[config.mk]
export PLATFORM = sky130hd
export DESIGN_NAME = two_wheel_drive_straight_sync_top
export DESIGN_NICKNAME = d
export VERILOG_FILES = /design/src/hw/rtl/dsync_pkg.sv /design/src/hw/rtl/dsync_cfg.sv /design/src/hw/rtl/dsync_step.sv /design/src/hw/rtl/two_wheel_drive_straight_sync_top.sv
export SDC_FILE = /design/constraint.sdc
export NUM_CORES = 1
export LEC_CHECK = 0
export ABC_CLOCK_PERIOD_IN_PS = 25400
export BUFFER_PORTS_ARGS = -buffer_cell sky130_fd_sc_hd__clkbuf_2
export CAP_MARGIN = 40
export CORE_AREA = 2 2 245 247
export CTS_CLUSTER_SIZE = 8
export DETAILED_ROUTE_END_ITERATION = 12
export DIE_AREA = 0 0 247 249
export GPL_TIMING_DRIVEN = 0
export HOLD_SLACK_MARGIN = 0.02
export SKIP_LAST_GASP = 1
export SLEW_MARGIN = 10
export SYNTH_ARGS = -nofsm -noshare
export SYNTH_HDL_FRONTEND = slang
export SYNTH_SLANG_ARGS = --single-unit
[constraint.sdc]
create_clock -name clock -period 25.4 [get_ports clock]
set_input_delay 5.08 -clock clock [delete_from_list [all_inputs] [get_ports clock]]
set_output_delay 5.08 -clock clock [all_outputs]
set_load 0.01 [all_outputs]
[src/hw/rtl/dsync_pkg.sv]
`timescale 1ns / 1ps
// ----------------------------------------------------------------------------
// dsync_pkg: shared types and constants
// Widths, codes and structs used by the straight-drive sync block.
// ----------------------------------------------------------------------------
package dsync_pkg;

   localparam int TARGET_W   = 23;
   localparam int SPEED_W    = 11;
   localparam int STEP_W     = 12;
   localparam int FACTOR_W   = 17;
   localparam int DRIVE_W    = 12;
   localparam int MODE_W     = 2;
   localparam int CSR_ADDR_W = 2;
   localparam int CSR_DATA_W = 23;
   localparam int RSP_DATA_W = 32;

   // 1.0 in Q16
   localparam logic [FACTOR_W-1:0] FACTOR_ONE = 17'h10000;

   typedef enum logic [MODE_W-1:0] {
      MODE_DRIVE = 2'd0,
      MODE_HOLD  = 2'd1,
      MODE_OFF   = 2'd2
   } mode_type;

   typedef enum logic {
      CMD_START  = 1'b0,
      CMD_SAMPLE = 1'b1
   } cmd_type;

   typedef enum logic [CSR_ADDR_W-1:0] {
      CSR_TARGET  = 2'd0,
      CSR_SPEED   = 2'd1,
      CSR_STEP    = 2'd2,
      CSR_REVERSE = 2'd3
   } csr_addr_type;

   typedef struct packed {
      logic [TARGET_W-1:0] target_ticks;
      logic [SPEED_W-1:0]  base_speed;
      logic [STEP_W-1:0]   step_size;
      logic                reverse_mode;
   } cfg_type;

   // packed from run_done down to left_drive, so left_drive sits in the low bits
   typedef struct packed {
      logic                      run_done;
      mode_type                  right_mode;
      mode_type                  left_mode;
      logic signed [DRIVE_W-1:0] right_drive;
      logic signed [DRIVE_W-1:0] left_drive;
   } rsp_type;

endpackage

[src/hw/rtl/dsync_cfg.sv]
`timescale 1ns / 1ps
// ----------------------------------------------------------------------------
// dsync_cfg: configuration registers
// Holds target, speed, step and direction written through the csr port.
// ----------------------------------------------------------------------------
module dsync_cfg (
   input  logic                                clock,
   input  logic                                reset,
   input  logic                                csr_we,
   input  logic [dsync_pkg::CSR_ADDR_W-1:0]    csr_addr,
   input  logic [dsync_pkg::CSR_DATA_W-1:0]    csr_wdata,
   output dsync_pkg::cfg_type                  cfg
);

   dsync_pkg::cfg_type cfg_ff;
   dsync_pkg::cfg_type cfg_in;

   always_comb begin
      cfg_in = cfg_ff;
      if (csr_we) begin
         case (dsync_pkg::csr_addr_type'(csr_addr))
            dsync_pkg::CSR_TARGET: begin
               cfg_in.target_ticks = csr_wdata[dsync_pkg::TARGET_W-1:0];
            end
            dsync_pkg::CSR_SPEED: begin
               cfg_in.base_speed = csr_wdata[dsync_pkg::SPEED_W-1:0];
            end
            dsync_pkg::CSR_STEP: begin
               cfg_in.step_size = csr_wdata[dsync_pkg::STEP_W-1:0];
            end
            dsync_pkg::CSR_REVERSE: begin
               cfg_in.reverse_mode = csr_wdata[0];
            end
            default: begin
               cfg_in = cfg_ff;
            end
         endcase
      end
   end

   always_ff @(posedge clock) begin
      if (reset) begin
         cfg_ff <= '0;
      end else begin
         cfg_ff <= cfg_in;
      end
   end

   assign cfg = cfg_ff;

endmodule

[src/hw/rtl/dsync_step.sv]
`timescale 1ns / 1ps
// ----------------------------------------------------------------------------
// dsync_step: per-request correction logic
// Compares the wheel counts, steps the power factors and scales the drive.
// ----------------------------------------------------------------------------
module dsync_step #(
   parameter int COUNT_BITS = 24
) (
   input  dsync_pkg::cfg_type                    cfg,
   input  logic                                  cmd,
   input  logic signed [COUNT_BITS-1:0]          left_count,
   input  logic signed [COUNT_BITS-1:0]          right_count,
   input  logic [dsync_pkg::FACTOR_W-1:0]        left_factor,
   input  logic [dsync_pkg::FACTOR_W-1:0]        right_factor,
   input  logic                                  finished,
   output logic [dsync_pkg::FACTOR_W-1:0]        left_factor_nxt,
   output logic [dsync_pkg::FACTOR_W-1:0]        right_factor_nxt,
   output logic                                  finished_nxt,
   output dsync_pkg::rsp_type                    rsp
);

   localparam int MagW  = COUNT_BITS + 1;
   localparam int CmpW  = (MagW > dsync_pkg::TARGET_W) ? MagW : dsync_pkg::TARGET_W;
   localparam int ProdW = dsync_pkg::FACTOR_W + dsync_pkg::SPEED_W;

   logic [MagW-1:0] left_ext;
   logic [MagW-1:0] right_ext;
   logic [MagW-1:0] left_mag;
   logic [MagW-1:0] right_mag;
   logic            hit;
   logic [dsync_pkg::FACTOR_W-1:0] left_low;
   logic [dsync_pkg::FACTOR_W-1:0] right_low;

   function automatic logic [dsync_pkg::FACTOR_W-1:0] lower_factor(
      input logic [dsync_pkg::FACTOR_W-1:0] f,
      input logic [dsync_pkg::STEP_W-1:0]   s
   );
      logic [dsync_pkg::FACTOR_W-1:0] sx;
      sx = dsync_pkg::FACTOR_W'(s);
      return (f > sx) ? (f - sx) : '0;
   endfunction

   function automatic logic [dsync_pkg::DRIVE_W-1:0] drive_of(
      input logic [dsync_pkg::FACTOR_W-1:0] f,
      input logic [dsync_pkg::SPEED_W-1:0]  speed,
      input logic                           rev
   );
      logic [ProdW-1:0]              prod;
      logic [dsync_pkg::DRIVE_W-1:0] mag;
      prod = ProdW'(f) * ProdW'(speed);
      mag  = prod[16 +: dsync_pkg::DRIVE_W];
      return rev ? (dsync_pkg::DRIVE_W'(0) - mag) : mag;
   endfunction

   // magnitudes one bit wider so the most negative count stays exact
   assign left_ext  = {left_count[COUNT_BITS-1], left_count};
   assign right_ext = {right_count[COUNT_BITS-1], right_count};
   assign left_mag  = left_ext[MagW-1]  ? (MagW'(0) - left_ext)  : left_ext;
   assign right_mag = right_ext[MagW-1] ? (MagW'(0) - right_ext) : right_ext;

   assign hit = (CmpW'(left_mag)  >= CmpW'(cfg.target_ticks)) ||
                (CmpW'(right_mag) >= CmpW'(cfg.target_ticks));

   assign left_low  = lower_factor(left_factor, cfg.step_size);
   assign right_low = lower_factor(right_factor, cfg.step_size);

   always_comb begin
      left_factor_nxt  = left_factor;
      right_factor_nxt = right_factor;
      finished_nxt     = finished;
      rsp.left_drive   = '0;
      rsp.right_drive  = '0;
      rsp.left_mode    = dsync_pkg::MODE_OFF;
      rsp.right_mode   = dsync_pkg::MODE_OFF;
      rsp.run_done     = 1'b0;
      if (cmd == dsync_pkg::CMD_START) begin
         left_factor_nxt  = dsync_pkg::FACTOR_ONE;
         right_factor_nxt = dsync_pkg::FACTOR_ONE;
         finished_nxt     = 1'b0;
      end else if (finished) begin
         rsp.run_done = 1'b1;
      end else if (hit) begin
         finished_nxt = 1'b1;
         rsp.run_done = 1'b1;
      end else begin
         if (left_count == right_count) begin
            left_factor_nxt  = dsync_pkg::FACTOR_ONE;
            right_factor_nxt = dsync_pkg::FACTOR_ONE;
         end else if (cfg.reverse_mode) begin
            // equal magnitudes of opposite sign leave both factors alone
            if (left_mag > right_mag) begin
               right_factor_nxt = dsync_pkg::FACTOR_ONE;
               left_factor_nxt  = left_low;
            end else if (right_mag > left_mag) begin
               left_factor_nxt  = dsync_pkg::FACTOR_ONE;
               right_factor_nxt = right_low;
            end
         end else if (left_count > right_count) begin
            right_factor_nxt = dsync_pkg::FACTOR_ONE;
            left_factor_nxt  = left_low;
         end else begin
            left_factor_nxt  = dsync_pkg::FACTOR_ONE;
            right_factor_nxt = right_low;
         end
         rsp.left_drive  = drive_of(left_factor_nxt, cfg.base_speed, cfg.reverse_mode);
         rsp.right_drive = drive_of(right_factor_nxt, cfg.base_speed, cfg.reverse_mode);
         rsp.left_mode   = dsync_pkg::MODE_DRIVE;
         rsp.right_mode  = dsync_pkg::MODE_DRIVE;
      end
   end

endmodule

[src/hw/rtl/two_wheel_drive_straight_sync_top.sv]
`timescale 1ns / 1ps
// ----------------------------------------------------------------------------
// two_wheel_drive_straight_sync_top: wheel sync correction for straight runs
// Balances two wheel power factors from encoder samples and issues drives.
// ----------------------------------------------------------------------------
// Usage:
//   req channel: one request per command. req_tuser is the command (start a
//   new run or control sample); req_tdata carries both signed encoder counts.
//   rsp channel: exactly one response per request, in order, with both wheel
//   drives, both wheel modes and the run-done flag.
//   csr port: write target, speed, step and direction while the block is idle.
// Timing:
//   A request waits in the input register, the correction logic runs
//   between that register and the response register, and the response
//   is registered there until it is taken. One request can be accepted
//   every cycle while rsp_tready stays high; the factor feedback closes
//   within that single stage.
// Reset:
//   Synchronous, active high: both factors return to 1.0, the done flag and
//   all valid flags clear, and the configuration registers read zero.
// Backpressure:
//   When rsp_tready is low the response holds; the input register still
//   takes one more request, and req_tready drops only when both are full.
// ----------------------------------------------------------------------------
module two_wheel_drive_straight_sync_top #(
   parameter  int COUNT_BITS = 24,
   localparam int ReqDataW   = ((2 * COUNT_BITS + 7) / 8) * 8
) (
   input  logic                                 clock,
   input  logic                                 reset,
   input  logic                                 req_tvalid,
   output logic                                 req_tready,
   // fields from bit 0: left_count, right_count, zero pad
   input  logic [ReqDataW-1:0]                  req_tdata,
   // fields from bit 0: command
   input  logic                                 req_tuser,
   output logic                                 rsp_tvalid,
   input  logic                                 rsp_tready,
   // fields from bit 0: left_drive, right_drive, left_mode, right_mode,
   // run_done, zero pad
   output logic [dsync_pkg::RSP_DATA_W-1:0]     rsp_tdata,
   input  logic                                 csr_we,
   input  logic [dsync_pkg::CSR_ADDR_W-1:0]     csr_addr,
   input  logic [dsync_pkg::CSR_DATA_W-1:0]     csr_wdata
);

   localparam int RspW = $bits(dsync_pkg::rsp_type);

   dsync_pkg::cfg_type cfg;

   // input register
   logic                          s1_valid_ff;
   logic                          s1_cmd_ff;
   logic signed [COUNT_BITS-1:0]  s1_left_ff;
   logic signed [COUNT_BITS-1:0]  s1_right_ff;

   // run state
   logic [dsync_pkg::FACTOR_W-1:0] left_factor_ff;
   logic [dsync_pkg::FACTOR_W-1:0] right_factor_ff;
   logic                           finished_ff;
   logic [dsync_pkg::FACTOR_W-1:0] left_factor_in;
   logic [dsync_pkg::FACTOR_W-1:0] right_factor_in;
   logic                           finished_in;

   // response register
   logic                rsp_valid_ff;
   dsync_pkg::rsp_type  rsp_ff;
   dsync_pkg::rsp_type  rsp_in;

   logic out_free;
   logic s1_go;
   logic req_take;

   dsync_cfg u_cfg (
      .clock     (clock),
      .reset     (reset),
      .csr_we    (csr_we),
      .csr_addr  (csr_addr),
      .csr_wdata (csr_wdata),
      .cfg       (cfg)
   );

   dsync_step #(
      .COUNT_BITS (COUNT_BITS)
   ) u_step (
      .cfg              (cfg),
      .cmd              (s1_cmd_ff),
      .left_count       (s1_left_ff),
      .right_count      (s1_right_ff),
      .left_factor      (left_factor_ff),
      .right_factor     (right_factor_ff),
      .finished         (finished_ff),
      .left_factor_nxt  (left_factor_in),
      .right_factor_nxt (right_factor_in),
      .finished_nxt     (finished_in),
      .rsp              (rsp_in)
   );

   // advance the input stage whenever the response register is empty or drains
   assign out_free   = !rsp_valid_ff || rsp_tready;
   assign s1_go      = s1_valid_ff && out_free;
   assign req_tready = !s1_valid_ff || out_free;
   assign req_take   = req_tvalid && req_tready;

   always_ff @(posedge clock) begin
      if (reset) begin
         s1_valid_ff     <= 1'b0;
         rsp_valid_ff    <= 1'b0;
         left_factor_ff  <= dsync_pkg::FACTOR_ONE;
         right_factor_ff <= dsync_pkg::FACTOR_ONE;
         finished_ff     <= 1'b0;
      end else begin
         // hold the stage while blocked, drop it once passed on
         if (req_take) begin
            s1_valid_ff <= 1'b1;
         end else if (s1_go) begin
            s1_valid_ff <= 1'b0;
         end
         if (s1_go) begin
            rsp_valid_ff    <= 1'b1;
            left_factor_ff  <= left_factor_in;
            right_factor_ff <= right_factor_in;
            finished_ff     <= finished_in;
         end else if (rsp_tready) begin
            rsp_valid_ff <= 1'b0;
         end
      end
   end

   // payload registers, no reset
   always_ff @(posedge clock) begin
      if (req_take) begin
         s1_cmd_ff   <= req_tuser;
         s1_left_ff  <= req_tdata[COUNT_BITS-1:0];
         s1_right_ff <= req_tdata[2*COUNT_BITS-1:COUNT_BITS];
      end
      if (s1_go) begin
         rsp_ff <= rsp_in;
      end
   end

   assign rsp_tvalid = rsp_valid_ff;
   assign rsp_tdata  = {{(dsync_pkg::RSP_DATA_W - RspW){1'b0}}, rsp_ff};

   // a start request restores both factors and reopens the run
   a_start_restores: assert property (@(posedge clock) disable iff (reset)
      s1_go && (s1_cmd_ff == dsync_pkg::CMD_START) |=>
         (left_factor_ff == dsync_pkg::FACTOR_ONE) &&
         (right_factor_ff == dsync_pkg::FACTOR_ONE) && !finished_ff)
      else $error("start did not restore run state");

   // once finished, only a start request reopens the run
   a_finished_sticky: assert property (@(posedge clock) disable iff (reset)
      finished_ff && !(s1_go && (s1_cmd_ff == dsync_pkg::CMD_START)) |=> finished_ff)
      else $error("finished flag cleared without start");

   // a finished response drives nothing
   a_done_quiet: assert property (@(posedge clock) disable iff (reset)
      rsp_valid_ff && rsp_ff.run_done |->
         (rsp_ff.left_drive == '0) && (rsp_ff.right_drive == '0) &&
         (rsp_ff.left_mode == dsync_pkg::MODE_OFF) &&
         (rsp_ff.right_mode == dsync_pkg::MODE_OFF))
      else $error("done response with active drive");

   // factors never exceed 1.0
   a_factor_range: assert property (@(posedge clock) disable iff (reset)
      (left_factor_ff <= dsync_pkg::FACTOR_ONE) &&
      (right_factor_ff <= dsync_pkg::FACTOR_ONE))
      else $error("power factor above one");

endmodule

==> reports/results.txt <==
The run gives 0 as the post-detailed-route DRC marker count. The initial antenna violation count was 1. The clock sink count is 159.

The largest single stage delay on the critical path is 830 ps. The logs give 75500 um for the total detailed-routing wirelength and 113 for the top-level I/O count. The half-perimeter wire length after detailed placement was 63300 um. The count of instances resized after the clock tree is built is 0.

The tools report the synthesized cell area as 23300 sq um. The run gives 0 as the final-report hold violation count. The class of the most critical setup path is reg -> reg. The static leakage power was 11.9 nW; the sequential-to-total area share from yosys stat was 16.9%. For this block, wires on met1 add up to 30100 um. The via-per-instance ratio is 5.44, and the headroom to the max-slew limit is 39.1%. For the worst setup path, the data required time is 25610 ps. For the design area, the log shows 25500 sq um. The tools report the number of clock buffers inserted by TritonCTS as 17. The ratio of cells with drive above 1 in the final layout is 6.65%, and the total net switching power is 0.000335 W. Counting flops with an async set or reset pin after synthesis yields a share of 0%. The number of global-route vias before repair was 21400; the power density relative to cell area was 33.8 nW/um^2. The die width works out to 247 um.

Post-CTS timing repair inserted 0 buffers for setup. No sink is reached through more buffers than the 2 on the longest clock path. Clock-pin slew was measured on the worst setup and hold paths at 70 ps. The number of different library cells used by synthesis comes to 91. The initial standard-cell utilization of the core was 39.7%; the measured slew at the worst slew-check pin was 911 ps. Net switching is 38.8% of the power.

The clock reaches the later pin of the worst-skew pair after 470 ps. The critical-path cell with the highest stage delay is o41ai_1. The top cell type by area accounts for 23.0% of the synthesized area. Sequential cells burn 33.2% of the power.

The total cell area at the placement stage was 25000 sq um; the number of input and output port buffers inserted was 106. The share of the clock period used by the worst path was 54.2%. The routed design uses 37800 um of met2 wire.

In this run, the combinational gates consume 36.5% of the power. The floorplan die height came out at 249 um. The initial DRC count was 1212; the global-route usage over all layers was 25.2%.

The final critical-path required period came out at 13780 ps. Data arrives at the worst endpoint at 13990 ps. The path class of the tightest hold or removal check is reg -> reg. For the max-slew violation total from the final report, the log shows 0. In this run the core area contains 89 standard-cell rows. Summed over all instances, the cell type with the most area after synthesis is fa_1.

Counting every instance in the synthesized netlist gives 2777. The H-tree was split into 4 levels. The routed design uses 3340 um of met3 wire. TritonCTS built the clock tree.

The placer's final routability congestion estimate came out at 0.982. The flow ran to the end, and the final reports show no timing, DRC or antenna violations. Entering global routing, the biggest net connects 42 pins. The region available for standard cell placement spans 58700 sq um. For this run, the detailed router's first-pass iteration total came to 5. Number of antenna repair diodes: 0. The logs give 61500 sq um for the die footprint and 0.000529 W for the internal cell power.

For the final routed database, the setup TNS stands at 0 ps. In this run the worst path has a maximum fanout of 10. Once detail routing completed, the nets flagged for antenna violations numbered 0. Counting the fill cells in the layout gives 5830. The worst setup path is captured at a flop.

The tools report the maximum clock frequency as 72.6 MHz. The detailed-route wire length per cell is 20.4 um. For this run, the leading register cell type out of synthesis is dfxtp_1. CTS placed an instance of clkbuf_16 at the clock tree root. Setup violations remaining at the end of the flow were counted as 0. In this run, synthesis inferred 75 flip-flops with an integrated enable. Yosys printed 0 warnings.

The final net count is 3513. The startpoint type of the worst setup path was a flop. Across all layers, the routed design uses 20100 vias. Per report_power, the clock group accounts for 30.3% of the total.

From synthesis to final layout, the design area changed by 9.48%. Post-synthesis register bit count: 159. Ranked by total cell area, the synthesized netlist is headed by fa_1 23%, ha_1 13%, edfxtp_1 9.7%, dfxtp_1 7.2%, inv_1 6.7%. Setup repair after global routing left no endpoint under its margin.

Count of hold buffers inserted by post-cts repair: 0. Between clock sinks in the finished design, the worst skew comes to 14.4 ps. The total overflow left after global routing is 0. The tools report the max-cap check violation count as 0. VDD sags by at most 0.0332 mV. The top layer used by detailed routing is met4.

The wire length of the first global-routing pass came out at 119000 um. The average size of a mapped cell works out to 8.40 sq um.
state kept, by name, indices dropped and copies added (netlist names):
| register | cells |
|---|---|
| rsp_tvalid | 1 |
| s1_cmd_ff | 1 |
| s1_right_ff | 24 |
| left_factor_ff | 17 |
| s1_valid_ff | 1 |
| s1_left_ff | 24 |
| finished_ff | 1 |
| right_factor_ff | 17 |
| rsp_tdata | 26 |
| u_cfg.cfg | 47 |
power groups by stage:
stage          Combinational (W)  Clock [W]  Sequential (W)
2_1_floorplan           0.000208          0        0.000290
3_3_place_gp            0.000302          0        0.000292
3_5_place_dp            0.000310          0        0.000292
4_1_cts                 0.000312   0.000265        0.000287
5_1_grt                 0.000350   0.000277        0.000288
6_report                0.000316   0.000262        0.000287
through the flow:
stage | utilization (%) | hold WS, ps | instances | power [W] | worst slack (ps)
after global placement | 42.3 | 446 | 3661 | 0.000594 | 11850
after CTS | 43.5 | 456 | 3704 | 0.000864 | 11710
after floorplan | - | 436 | 2782 | 0.000498 | 14710
after detailed placement | 42.5 | 447 | 3672 | 0.000602 | 11760
final | 43.5 | 456 | 3704 | 0.000864 | 11620
after global routing | 43.5 | 477 | 3704 | 0.000915 | 10960
kinds of logic (layout without fill, tap and decap cells):
| kind of cell | after synthesis | after routing | share of synthesized area [%] |
|---|---|---|---|
| fa+ha+maj | 516 | 516 | 36.3 |
| flops | 159 | 159 | 16.9 |
| buf+inv | 554 | 703 | 9.17 |
| other cells | 2 | 7 | 0.0322 |
| simple gates | 969 | 969 | 20.4 |
| mux | 9 | 9 | 0.402 |
| compound gates | 481 | 481 | 13.5 |
| xor+xnor | 87 | 87 | 3.27 |
placed cells by master, fill, tap and decap left out, types with 12 or more instances in the layout:
cell | Yosys | layout
inv_1 | 416 | 417
nand2_1 | 374 | 374
fa_1 | 268 | 268
ha_1 | 248 | 248
and2_1 | 168 | 167
nor2_1 | 153 | 153
a21oi_1 | 151 | 151
clkbuf_1 | 114 | 114
clkbuf_2 | 0 | 106
dfxtp_1 | 84 | 84
edfxtp_1 | 75 | 75
o21ai_0 | 71 | 71
xnor2_1 | 68 | 68
nand3_1 | 46 | 46
a21o_1 | 46 | 46
a22oi_1 | 41 | 41
nor3_1 | 36 | 36
and3_1 | 35 | 35
nand4_1 | 33 | 33
nor2b_1 | 24 | 24
a31oi_1 | 19 | 19
xor2_1 | 19 | 19
o21a_1 | 18 | 18
clkbuf_16 | 0 | 18
and4_1 | 17 | 17
a211oi_1 | 17 | 17
o31ai_1 | 17 | 17
or3_1 | 14 | 14
o21bai_1 | 13 | 13
nand2b_1 | 12 | 12
final cells by class:
type                            count  area [sq um]  area share [%]
Clock buffer                       18           450            1.76
Sequential cell                   159          3930            15.4
Inverter                          418          1570            6.14
Timing Repair Buffer              117           638            2.50
Buffer                            136           569            2.23
Multi-Input combinational cell   2069         17300            67.7
Tap cell                          773           967            3.79
Clock inverter                     14           129           0.505
layer usage:
metal  vias up  GRT usage, %
li1       9473             -
met1      9889          29.8
met2       590          44.6
met3       180          2.90
met4         0          13.1
met5         -             0
worst paths after layout:
kind,startpoint,to,slack (ps),depth (start not counted)
max,s1_right_ff[4],rsp_tdata[10],11620,44
min,u_cfg.cfg[41],u_cfg.cfg[41],460,2
max reg2reg,s1_right_ff[4],rsp_tdata[10],11620,44
min reg2reg,u_cfg.cfg[41],u_cfg.cfg[41],460,2
critical path: cells and delay by family (launching register included):
family                   cells  cell delay [ps]
adder cells (fa/ha/maj)      8             3500
buffers and inverters        7             1060
AO/OA/AOI/OAI               14             4170
AND/OR/NAND/NOR             12             3260
XOR/XNOR                     3             1080
flip-flops                   1              430
synth_stat cells (35+ instances only):
cell type  count
xnor2_1       68
dfxtp_1       84
o21ai_0       71
nor3_1        36
edfxtp_1      75
a22oi_1       41
nor2_1       153
inv_1        416
fa_1         268
and2_1       168
a21oi_1      151
and3_1        35
nand2_1      374
nand3_1       46
ha_1         248
a21o_1        46
clkbuf_1     114
No activity file was read; power rests on OpenSTA's default activity.
